File: config.mk
export PLATFORM = sky130hd
export DESIGN_NAME = longest_unique_run_tracker
export DESIGN_NICKNAME = d
export VERILOG_FILES = /design/src/sv/lurt_pkg.sv /design/src/sv/lurt_pos_ram.sv /design/src/sv/lurt_step.sv /design/src/sv/longest_unique_run_tracker.sv
export SDC_FILE = /design/constraint.sdc
export NUM_CORES = 2
export LEC_CHECK = 0
export BUFFER_PORTS_ARGS = -buffer_cell sky130_fd_sc_hd__buf_4
export CAP_MARGIN = 40
export CORE_MARGIN = 4
export CORE_UTILIZATION = 61
export CTS_CLUSTER_SIZE = 24
export DETAILED_ROUTE_END_ITERATION = 8
export PLACE_DENSITY_LB_ADDON = 0.25
export RECOVER_POWER = 25
export SLEW_MARGIN = 25
export SYNTH_ARGS = -nofsm -noshare
export SYNTH_HDL_FRONTEND = slang
export SYNTH_SLANG_ARGS = --single-unit
File: constraint.sdc
create_clock -name clk -period 20.7 [get_ports clk]
set_input_delay 2.07 -clock clk [delete_from_list [all_inputs] [get_ports clk]]
set_output_delay 2.07 -clock clk [all_outputs]
set_load 0.01 [all_outputs]
File: src/sv/lurt_pkg.sv
// ============================================================================
// lurt_pkg
// Shared widths, default parameter values and the result record of the
// longest unique run tracker.
// ============================================================================
package lurt_pkg;

    // Widths of the port fields.
    localparam int SYMBOL_W = 8;
    localparam int START_W  = 12;
    localparam int LEN_W    = 13;

    // Default values of the top-level parameters.
    localparam int MAX_LEN_DEF     = 4096;
    localparam int SYMBOL_BITS_DEF = 8;

    // One result as it leaves the update stage.
    typedef struct packed {
        logic [START_W-1:0] best_start;
        logic [LEN_W-1:0]   best_length;
        logic [START_W-1:0] window_start;
        logic [LEN_W-1:0]   window_length;
        logic               overflow;
    } res_t;

endpackage

File: src/sv/lurt_pos_ram.sv
// ============================================================================
// lurt_pos_ram
// Last-position table: one write port and one read port with a registered
// read. A read of the entry written at the same edge returns the old data.
// ============================================================================
module lurt_pos_ram #(
    parameter int ADDR_W = 8,
    parameter int DATA_W = 12
) (
    input  logic              clk,
    input  logic              re,
    input  logic [ADDR_W-1:0] raddr,
    output logic [DATA_W-1:0] rdata,
    input  logic              we,
    input  logic [ADDR_W-1:0] waddr,
    input  logic [DATA_W-1:0] wdata
);

    localparam int DEPTH = 1 << ADDR_W;

    logic [DATA_W-1:0] mem [DEPTH];
    logic [DATA_W-1:0] rdata_reg;

    // Write port and registered read port.
    always_ff @(posedge clk)
    begin
        if (we)
        begin
            mem[waddr] <= wdata;
        end
        if (re)
        begin
            rdata_reg <= mem[raddr];
        end
    end

    assign rdata = rdata_reg;

endmodule

File: src/sv/lurt_step.sv
// ============================================================================
// lurt_step
// Update stage: combines the last-position read with the per-symbol seen
// bits and the run registers, produces one result and, below the length
// limit, writes back table entry and run state when the transaction moves on.
// ============================================================================
module lurt_step #(
    parameter int MAX_LEN     = lurt_pkg::MAX_LEN_DEF,
    parameter int SYMBOL_BITS = lurt_pkg::SYMBOL_BITS_DEF,
    parameter int POS_W       = $clog2(MAX_LEN),
    parameter int CNT_W       = $clog2(MAX_LEN + 1)
) (
    input  logic                   clk,
    input  logic                   rst_n,
    // Item in the update stage and whether it moves on this cycle.
    input  logic                   go,
    input  logic [SYMBOL_BITS-1:0] s1_sym,
    input  logic                   s1_first,
    // Item being accepted into the stage at this edge.
    input  logic                   take,
    input  logic [SYMBOL_BITS-1:0] take_sym,
    // Table read data and write port.
    input  logic [POS_W-1:0]       ram_rdata,
    output logic                   wr_en,
    output logic [SYMBOL_BITS-1:0] wr_addr,
    output logic [POS_W-1:0]       wr_data,
    output lurt_pkg::res_t         res
);

    localparam int TABLE_SIZE = 1 << SYMBOL_BITS;
    localparam int START_W    = lurt_pkg::START_W;
    localparam int LEN_W      = lurt_pkg::LEN_W;

    logic [TABLE_SIZE-1:0] seen_reg, seen_next, seen_e, seen_set;
    logic [CNT_W-1:0]      cnt_reg, cnt_next, cnt_e, cnt_new;
    logic [POS_W-1:0]      run_reg, run_next, run_e, run_new;
    logic [POS_W-1:0]      best_start_reg, best_start_next, bs_e, bs_new;
    logic [CNT_W-1:0]      best_len_reg, best_len_next, bl_e, bl_new;
    logic                  fwd_hit_reg, fwd_hit_next;
    logic [POS_W-1:0]      fwd_pos_reg, fwd_pos_next;
    logic [POS_W-1:0]      last_pos;
    logic [CNT_W-1:0]      wlen;
    logic                  ovf, seen_hit, in_window, grow;

    // A new string starts from cleared history.
    always_comb
    begin
        seen_e = s1_first ? '0 : seen_reg;
        cnt_e  = s1_first ? '0 : cnt_reg;
        run_e  = s1_first ? '0 : run_reg;
        bs_e   = s1_first ? '0 : best_start_reg;
        bl_e   = s1_first ? '0 : best_len_reg;
    end

    // The entry written at the edge of the read comes from the bypass.
    assign last_pos = fwd_hit_reg ? fwd_pos_reg : ram_rdata;

    // Window move, new length and best-run update.
    always_comb
    begin
        ovf       = (cnt_e >= CNT_W'(MAX_LEN));
        seen_hit  = seen_e[s1_sym];
        in_window = seen_hit && (last_pos >= run_e);
        run_new   = in_window ? (last_pos + POS_W'(1)) : run_e;
        cnt_new   = cnt_e + CNT_W'(1);
        wlen      = cnt_new - CNT_W'(run_new);
        grow      = (wlen > bl_e);
        bl_new    = grow ? wlen : bl_e;
        bs_new    = grow ? run_new : bs_e;
        seen_set  = seen_e;
        seen_set[s1_sym] = 1'b1;
    end

    // Result fields, cut or extended to the port widths.
    always_comb
    begin
        if (ovf)
        begin
            res.best_start    = START_W'(bs_e);
            res.best_length   = LEN_W'(bl_e);
            res.window_start  = START_W'(run_e);
            res.window_length = LEN_W'(cnt_e - CNT_W'(run_e));
        end
        else
        begin
            res.best_start    = START_W'(bs_new);
            res.best_length   = LEN_W'(bl_new);
            res.window_start  = START_W'(run_new);
            res.window_length = LEN_W'(wlen);
        end
        res.overflow = ovf;
    end

    // Table write-back of the current position.
    assign wr_en   = go && !ovf;
    assign wr_addr = s1_sym;
    assign wr_data = cnt_e[POS_W-1:0];

    // Next state of the run registers.
    always_comb
    begin
        seen_next       = seen_reg;
        cnt_next        = cnt_reg;
        run_next        = run_reg;
        best_start_next = best_start_reg;
        best_len_next   = best_len_reg;
        if (go && !ovf)
        begin
            seen_next       = seen_set;
            cnt_next        = cnt_new;
            run_next        = run_new;
            best_start_next = bs_new;
            best_len_next   = bl_new;
        end
    end

    // Bypass for a read that meets the write of the same entry.
    always_comb
    begin
        fwd_hit_next = fwd_hit_reg;
        fwd_pos_next = fwd_pos_reg;
        if (take)
        begin
            fwd_hit_next = wr_en && (take_sym == s1_sym);
            fwd_pos_next = wr_data;
        end
    end

    always_ff @(posedge clk or negedge rst_n)
    begin
        if (!rst_n)
        begin
            seen_reg       <= '0;
            cnt_reg        <= '0;
            run_reg        <= '0;
            best_start_reg <= '0;
            best_len_reg   <= '0;
            fwd_hit_reg    <= 1'b0;
        end
        else
        begin
            seen_reg       <= seen_next;
            cnt_reg        <= cnt_next;
            run_reg        <= run_next;
            best_start_reg <= best_start_next;
            best_len_reg   <= best_len_next;
            fwd_hit_reg    <= fwd_hit_next;
        end
    end

    always_ff @(posedge clk)
    begin
        fwd_pos_reg <= fwd_pos_next;
    end

    // The window never starts past the end of the string.
    assert property (@(posedge clk) disable iff (!rst_n)
        CNT_W'(run_reg) <= cnt_reg)
        else $error("window start beyond symbol count");

    // The count never passes the string limit.
    assert property (@(posedge clk) disable iff (!rst_n)
        cnt_reg <= CNT_W'(MAX_LEN))
        else $error("symbol count beyond limit");

    // The best run is at least as long as the current window.
    assert property (@(posedge clk) disable iff (!rst_n)
        best_len_reg >= (cnt_reg - CNT_W'(run_reg)))
        else $error("best run shorter than current window");

endmodule

File: src/sv/longest_unique_run_tracker.sv
// ============================================================================
// longest_unique_run_tracker
// Longest run of distinct symbols over a byte stream, using a last-position
// table in memory and a sliding window start.
// ============================================================================
//
//   Channel   Handshake              Payload
//   -------   --------------------   ---------------------------------------
//   input     sym_valid / sym_stall  symbol, first
//   result    res_valid / res_stall  best_start, best_length, window_start,
//                                    window_length, overflow
//
// One transaction per cycle is sustained while res_stall allows; a result is
// registered after the update stage, which reads the last-position table.
// Reset clears the run registers and the per-symbol seen bits; the table
// itself is not cleared and needs no clearing pass.
// A stalled result holds the output register; one more input transaction is
// taken into the update stage, after which sym_stall follows res_stall.
// ============================================================================
module longest_unique_run_tracker #(
    parameter int MAX_LEN     = lurt_pkg::MAX_LEN_DEF,
    parameter int SYMBOL_BITS = lurt_pkg::SYMBOL_BITS_DEF
) (
    input  logic                          clk,
    input  logic                          rst_n,
    input  logic                          sym_valid,
    output logic                          sym_stall,
    input  logic [lurt_pkg::SYMBOL_W-1:0] symbol,
    input  logic                          first,
    output logic                          res_valid,
    input  logic                          res_stall,
    output logic [lurt_pkg::START_W-1:0]  best_start,
    output logic [lurt_pkg::LEN_W-1:0]    best_length,
    output logic [lurt_pkg::START_W-1:0]  window_start,
    output logic [lurt_pkg::LEN_W-1:0]    window_length,
    output logic                          overflow
);

    localparam int POS_W    = $clog2(MAX_LEN);
    localparam int CNT_W    = $clog2(MAX_LEN + 1);
    localparam int SYM_IN_W = lurt_pkg::SYMBOL_W;

    logic [SYMBOL_BITS-1:0] sym_addr;
    logic                   s1_valid_reg, s1_valid_next;
    logic [SYMBOL_BITS-1:0] s1_sym_reg;
    logic                   s1_first_reg;
    logic                   res_valid_reg, res_valid_next;
    lurt_pkg::res_t         res_reg, step_res;
    logic                   out_free, advance, take;
    logic [POS_W-1:0]       ram_rdata, wr_data;
    logic [SYMBOL_BITS-1:0] wr_addr;
    logic                   wr_en;

    // Table index from the low symbol bits, zero-extended if the table is wider.
    generate
        if (SYMBOL_BITS <= SYM_IN_W)
        begin : g_sym_cut
            assign sym_addr = symbol[SYMBOL_BITS-1:0];
        end
        else
        begin : g_sym_ext
            assign sym_addr = {{(SYMBOL_BITS - SYM_IN_W){1'b0}}, symbol};
        end
    endgenerate

    // Handshake: the update stage moves when the output register is free.
    assign out_free  = !res_valid_reg || !res_stall;
    assign advance   = s1_valid_reg && out_free;
    assign sym_stall = s1_valid_reg && !out_free;
    assign take      = sym_valid && !sym_stall;

    always_comb
    begin
        s1_valid_next = s1_valid_reg;
        if (take)
        begin
            s1_valid_next = 1'b1;
        end
        else if (advance)
        begin
            s1_valid_next = 1'b0;
        end
        res_valid_next = res_valid_reg && res_stall;
        if (advance)
        begin
            res_valid_next = 1'b1;
        end
    end

    always_ff @(posedge clk or negedge rst_n)
    begin
        if (!rst_n)
        begin
            s1_valid_reg  <= 1'b0;
            res_valid_reg <= 1'b0;
        end
        else
        begin
            s1_valid_reg  <= s1_valid_next;
            res_valid_reg <= res_valid_next;
        end
    end

    // Payload of the update stage and of the output register.
    always_ff @(posedge clk)
    begin
        if (take)
        begin
            s1_sym_reg   <= sym_addr;
            s1_first_reg <= first;
        end
        if (advance)
        begin
            res_reg <= step_res;
        end
    end

    lurt_pos_ram #(
        .ADDR_W (SYMBOL_BITS),
        .DATA_W (POS_W)
    ) u_pos_ram (
        .clk   (clk),
        .re    (take),
        .raddr (sym_addr),
        .rdata (ram_rdata),
        .we    (wr_en),
        .waddr (wr_addr),
        .wdata (wr_data)
    );

    lurt_step #(
        .MAX_LEN     (MAX_LEN),
        .SYMBOL_BITS (SYMBOL_BITS),
        .POS_W       (POS_W),
        .CNT_W       (CNT_W)
    ) u_step (
        .clk       (clk),
        .rst_n     (rst_n),
        .go        (advance),
        .s1_sym    (s1_sym_reg),
        .s1_first  (s1_first_reg),
        .take      (take),
        .take_sym  (sym_addr),
        .ram_rdata (ram_rdata),
        .wr_en     (wr_en),
        .wr_addr   (wr_addr),
        .wr_data   (wr_data),
        .res       (step_res)
    );

    assign res_valid     = res_valid_reg;
    assign best_start    = res_reg.best_start;
    assign best_length   = res_reg.best_length;
    assign window_start  = res_reg.window_start;
    assign window_length = res_reg.window_length;
    assign overflow      = res_reg.overflow;

    // Input is held back only while the update stage is occupied.
    assert property (@(posedge clk) disable iff (!rst_n)
        sym_stall |-> s1_valid_reg)
        else $error("input stalled with an empty update stage");

    // An accepted transaction lands in the update stage.
    assert property (@(posedge clk) disable iff (!rst_n)
        take |=> s1_valid_reg)
        else $error("accepted transaction lost");

    // A transaction leaving the update stage becomes a result.
    assert property (@(posedge clk) disable iff (!rst_n)
        advance |=> res_valid_reg)
        else $error("result dropped from the output register");

endmodule

* Word level (Yosys, flattened, before mapping)
Memory sizes are Yosys's and may differ from the RTL's. A register that Yosys moved wholly into a read port is not among the register bits.
Index checks and enable logic that the tools add are counted.
** Storage, ports and cells
- Register bits after elaboration :: 381
- Memory bits (writable) :: 3072
- Output and inout bits :: 53
- Memories :: 1
** Cells by class
- Magnitude comparators :: 5
- Equal/unequal tests :: 1
- Mux-type cells :: 19
- Bitwise logic cells :: 1
- Add/subtract/negate cells :: 4
- Reduce and logical (&&, ||, !) cells :: 15
** Memory list
- u_pos_ram.mem :: words 256, width 12, read ports 1, clocked after memory_dff 1, wr ports 1, RTL line lurt_pos_ram.sv:21 : logic [DATA_W-1:0] mem [DEPTH];
** Operator list (count)
- $mux W256 :: 1
- $or A256 B256 Y256 :: 1
- $mux W12 :: 5
- $mux W50 :: 1
- $mux W13 :: 3
- $sub A13 B12 Y13 :: 2
- $add A13 B1 Y13 const B :: 1
- $ge A13 B13 Y1 const B :: 1
- $gt A13 B13 Y1 :: 1
- $add A12 B1 Y12 const B :: 1
- $ge A12 B12 Y1 :: 1
- $lt A8 B9 Y1 const B :: 1
- $bmux W1 S8 :: 1
- $demux W1 S8 :: 1
- $eq A8 B8 Y1 :: 1
- $ge A8 B1 Y1 const B :: 1
- $logic_and A1 B1 Y1 :: 8
- $mux W1 :: 7
- $logic_not A1 Y1 :: 5
- $reduce_bool A2 Y1 :: 1
- $logic_or A1 B1 Y1 :: 1

* Depth between registers and ports, before layout
- Depth in word-level cells :: 9
- Gate-level depth with buffers :: 41
- Depth with buffers taken out :: 33

* Modules after synthesis
Synthesis repeated with hierarchy kept, for this count alone.
** Unflattened totals
- Cell total of the unflattened synthesis :: 7422
- Area total of the unflattened synthesis :: 137996.1 um2
** Modules (own cells, without submodules)
- lurt_pos_ram :: instances 1, cells an instance 5506, area each 118752.6 um2
- lurt_step :: instances 1, cells an instance 1848, area each 17349.1 um2
- longest_unique_run_tracker :: instances 1, cells an instance 68, area each 1894.3 um2

* Worst setup path before layout
No wires, ideal clock.
- Path kind :: reg-to-reg
- Start point :: register s1_first_reg
- End point :: register res_reg (netlist bit best_start[1]), data pin
- Period minus slack after synthesis :: 12124 ps
- Setup time :: 152 ps
- Stages on the path, launching flop included :: 25
- Data required time :: 20548 ps
- Path buffers :: 4
- Arrival :: 11972 ps
- Setup slack :: 8576 ps
- Cell sequence :: edfxtp_1 buf_2 clkbuf_1 nor2b_1 nand3_1 nor2_1 nand3_1 nor2_1 nand4_1 xnor2_1 ha_1 o41ai_1 xnor2_1 inv_1 ha_1 nand2_1 a21oi_1 a221oi_1 a21o_1 clkbuf_1 nand2_1 nand2_1 clkbuf_1 nand2_1 o21ai_0
** RTL lines
- start: declaration :: RTL line longest_unique_run_tracker.sv:46 : logic s1_first_reg;
- start signal: assignment :: RTL line longest_unique_run_tracker.sv:110 : s1_first_reg <= first;
- end signal: assignment :: RTL line longest_unique_run_tracker.sv:114 : res_reg <= step_res;
- end: declaration :: RTL line longest_unique_run_tracker.sv:48 : lurt_pkg::res_t res_reg, step_res;

==> flow_summary.toml <==
[yosys]
synth_top_flop_cell = "edfxtp_1"
synth_edf_count = 3156
yosysTopAreaCell = "edfxtp_1"
synth_top_area_frac = 0.698
synth_cell_types = 64
yosys-top-cells-area = "edfxtp_1, mux4_2, dfrtp_1"
synth-async-reset-ratio = 0.0892
netlist_instances = 6178
synth_area_sq_um = 136000
yosysSeqAreaShare = 0.755
postSynthAreaPerCell_sq_um = 22.0
synth_nets = 6244
ys_ff_latch = 3465
ys_warn_count = 0

[finish]
finalNetCount = 6688
ff_latch_area_sq_um = 103000
n_fill_cell = 12596
layout_commonest_cell = "edfxtp_1"
largest_register_ffs = 3072
area_delta_synth_final_pct = 13.8
drive_gt1_frac = 0.315
stdcell_area_sq_um = 155000
layout_common_cells = "edfxtp_1, mux4_2, clkbuf_16, dfrtp_1, a21o_1"
multi_input_area_sq_um = 32500

[power]
pwr-share-comb = 0.070
p_sw_frac = 0.221
p_int_mw = 11.7
switchingPower_mw = 3.30
p_clk_frac = 0.409
vdd_ir_drop_max_uv = 107
powerDensity_nw_per_um2 = 96.8
p_leak_nw = 48.3
p_seq_frac = 0.521

[floorplan]
io_pins = 66
die_x_microns = 480
initial_core_util = 0.615
die_y_microns = 480
die_area_sq_um = 230000
rows = 172
core_area_sq_um = 221000

[setup_path]
critical-path-max-stage-delay_ps = 3800
worstSetupStartpointType = "flop"
crit_chain = "inv_1, clkbuf_1, nand2_1, clkinvlp_2, clkbuf_1, xnor2_1, ha_1, a31oi_1, nor2b_1, o21a_1, o41ai_1, xnor2_1, inv_1, ha_1, nand2_1, a21oi_1, a221oi_1, a21o_1, nand2b_1, a21oi_1, a31o_2"
regToRegStartpoint = "s1_first_reg"
crit_arrival_ps = 12910
cp.required_ps = 21400
cp_slowest_cell = "clkbuf_1"
reg2reg_to = "best_length[2]"
end_kind = "flop"
critPathKind = "reg -> reg"
rrSetupSlack_ps = 8490
r2r_cells = 21
crit_fanout = 115

[flow_run]
maxCapViolations = 35

[route]
routedWlPerCell_microns = 35.4
totalWireLength_microns = 349000
route.vias.total = 68337
drcViolationCount = 0
via_per_inst = 6.94
drtIter0Drc = 10622
drtPass1Iterations = 6
route.antenna.remaining_nets = 0

[outcome]
outcome = "complete, but fails checks"
violations = "capacitance limit, slew limit"

[global_routing]
grt_pass1_vias = 68757
grt_pass1_wl_microns = 501000
grt_max_degree = 153
grt.overflow.total = 0
antenna_found_initial = 14
grt_use_total = 0.304

[worst_hold_path]
hp-start = "u_step.seen_reg[254]"
hold_class = "reg -> reg"
hold_depth = 1
holdPathEnd = "u_step.seen_reg[254]"

[sta]
fin_skew_ps = 98.9
finalSetupTns_ps = 0
fin_crit_ps = 12210
setup_viol = 0
rsz0062_at_grt = "false"
period_share = 0.590
slew_headroom = -2.68
max_freq_mhz = 81.9
worst_slew_pin_slew_ps = 5510
hold_viol_final = 0
final-max-slew-violation-count = 1872

[clock_network]
clk_latency_ps = 970
cts_tree = "yes"
hold_buffers = 0
cts_buffers = 352
cts_sinks = 3465
cts_root_buffer = "clkbuf_16"
postCtsSetupBuffers = 0
clk_path_buf_depth = 4
h-tree-depth = 5
cts.clk_slew.worst_paths_ps = 60
cts_resized = 0

[placement]
place_area_sq_um = 143000
place.gp.congestion = 0.903
hpwlAfterDp_microns = 206000
port_buffers = 65
==> layer usage <==
| layer | up-vias | wire length (microns) | share of wire | global-route usage |
|---|---|---|---|---|
| li1 | 26740 | - | - | - |
| met5 | - | 27 | 0.000077 | 0 |
| met1 | 36129 | 128000 | 0.37 | 0.436 |
| met2 | 4706 | 169000 | 0.49 | 0.471 |
| met4 | 4 | 14400 | 0.041 | 0.114 |
| met3 | 758 | 37100 | 0.11 | 0.0661 |
==> worst max-delay path by stage <==
stage / start / slack [ps] / endpoint
after floorplan: s1_first_reg / 8580 / best_start[1]
after global placement: s1_sym_reg[1] / 11440 / best_length[2]
after detailed placement: s1_sym_reg[1] / 11630 / best_length[2]
after CTS: s1_sym_reg[1] / 11650 / best_length[2]
after global routing: s1_first_reg / 7580 / best_length[2]
final: s1_first_reg / 8490 / best_length[2]
==> power groups by stage <==
stage          registers, mW  clock network (mW)  logic, mW
2_1_floorplan           7.96                   0      0.648
3_3_place_gp            7.93                   0      0.987
3_5_place_dp            7.93                   0       1.03
4_1_cts                 7.79                6.17       1.04
5_1_grt                 7.80                6.51       1.13
6_report                7.80                6.12       1.05
==> final cells by class <==
class / instances / area share
flip-flops and latches: 3465 / 0.663
repair buffers: 442 / 0.0311
multi-input cells: 2325 / 0.210
clock buffers: 438 / 0.0607
clock inverters: 175 / 0.00981
inverters: 36 / 0.000899
well taps: 2958 / 0.0239
diodes: 9 / 0.000146
==> through the flow <==
step	power, mW	setup slack [ps]	utilization	hold slack [ps]	std cells
after global placement	8.92	11440	0.637	455	9019
after detailed placement	8.96	11630	0.650	460	9198
after floorplan	8.60	8580	-	438	6178
final	15.0	8490	0.701	476	9848
after CTS	15.0	11650	0.699	476	9811
after global routing	15.4	7580	0.701	489	9843
==> cells in the mapped netlist (5+ instances only) <==
library cell	number
buf_1	84
a21oi_1	40
dfrtp_1	309
o21ai_0	46
edfxtp_1	3156
nand2b_1	10
nand2_1	169
o22ai_1	13
inv_1	36
mux4_2	1044
ha_1	51
mux2i_1	84
o21ai_1	15
nand3_1	21
buf_2	22
buf_6	9
buf_4	8
a21o_1	265
and2_1	10
xnor2_1	35
o21a_1	5
nor2b_1	30
xor2_1	16
and3_1	9
clkbuf_1	228
o221ai_1	29
or2_2	6
a31oi_1	7
nor2_1	291
nor3_1	12
mux2_2	16
nand4_1	7
a22o_1	10
a22oi_1	32
==> cell families after synthesis <==
family          count (synthesis)  synth area share
buf+inv                       388            0.0117
compound gates                496            0.0260
simple gates                  579            0.0180
fa+ha+maj                      53           0.00500
mux                          1146             0.181
xor+xnor                       51           0.00329
flops                        3465             0.755
==> critical path, delay by kind of cell (launching register included) <==
kind            cells  cell delay, ps
compound gates      8            1960
xor+xnor            2             960
flops               1             390
fa+ha+maj           2             920
simple gates        4            1110
buf+inv             5            6540
Note: power is estimated with default switching activity, not from simulation.
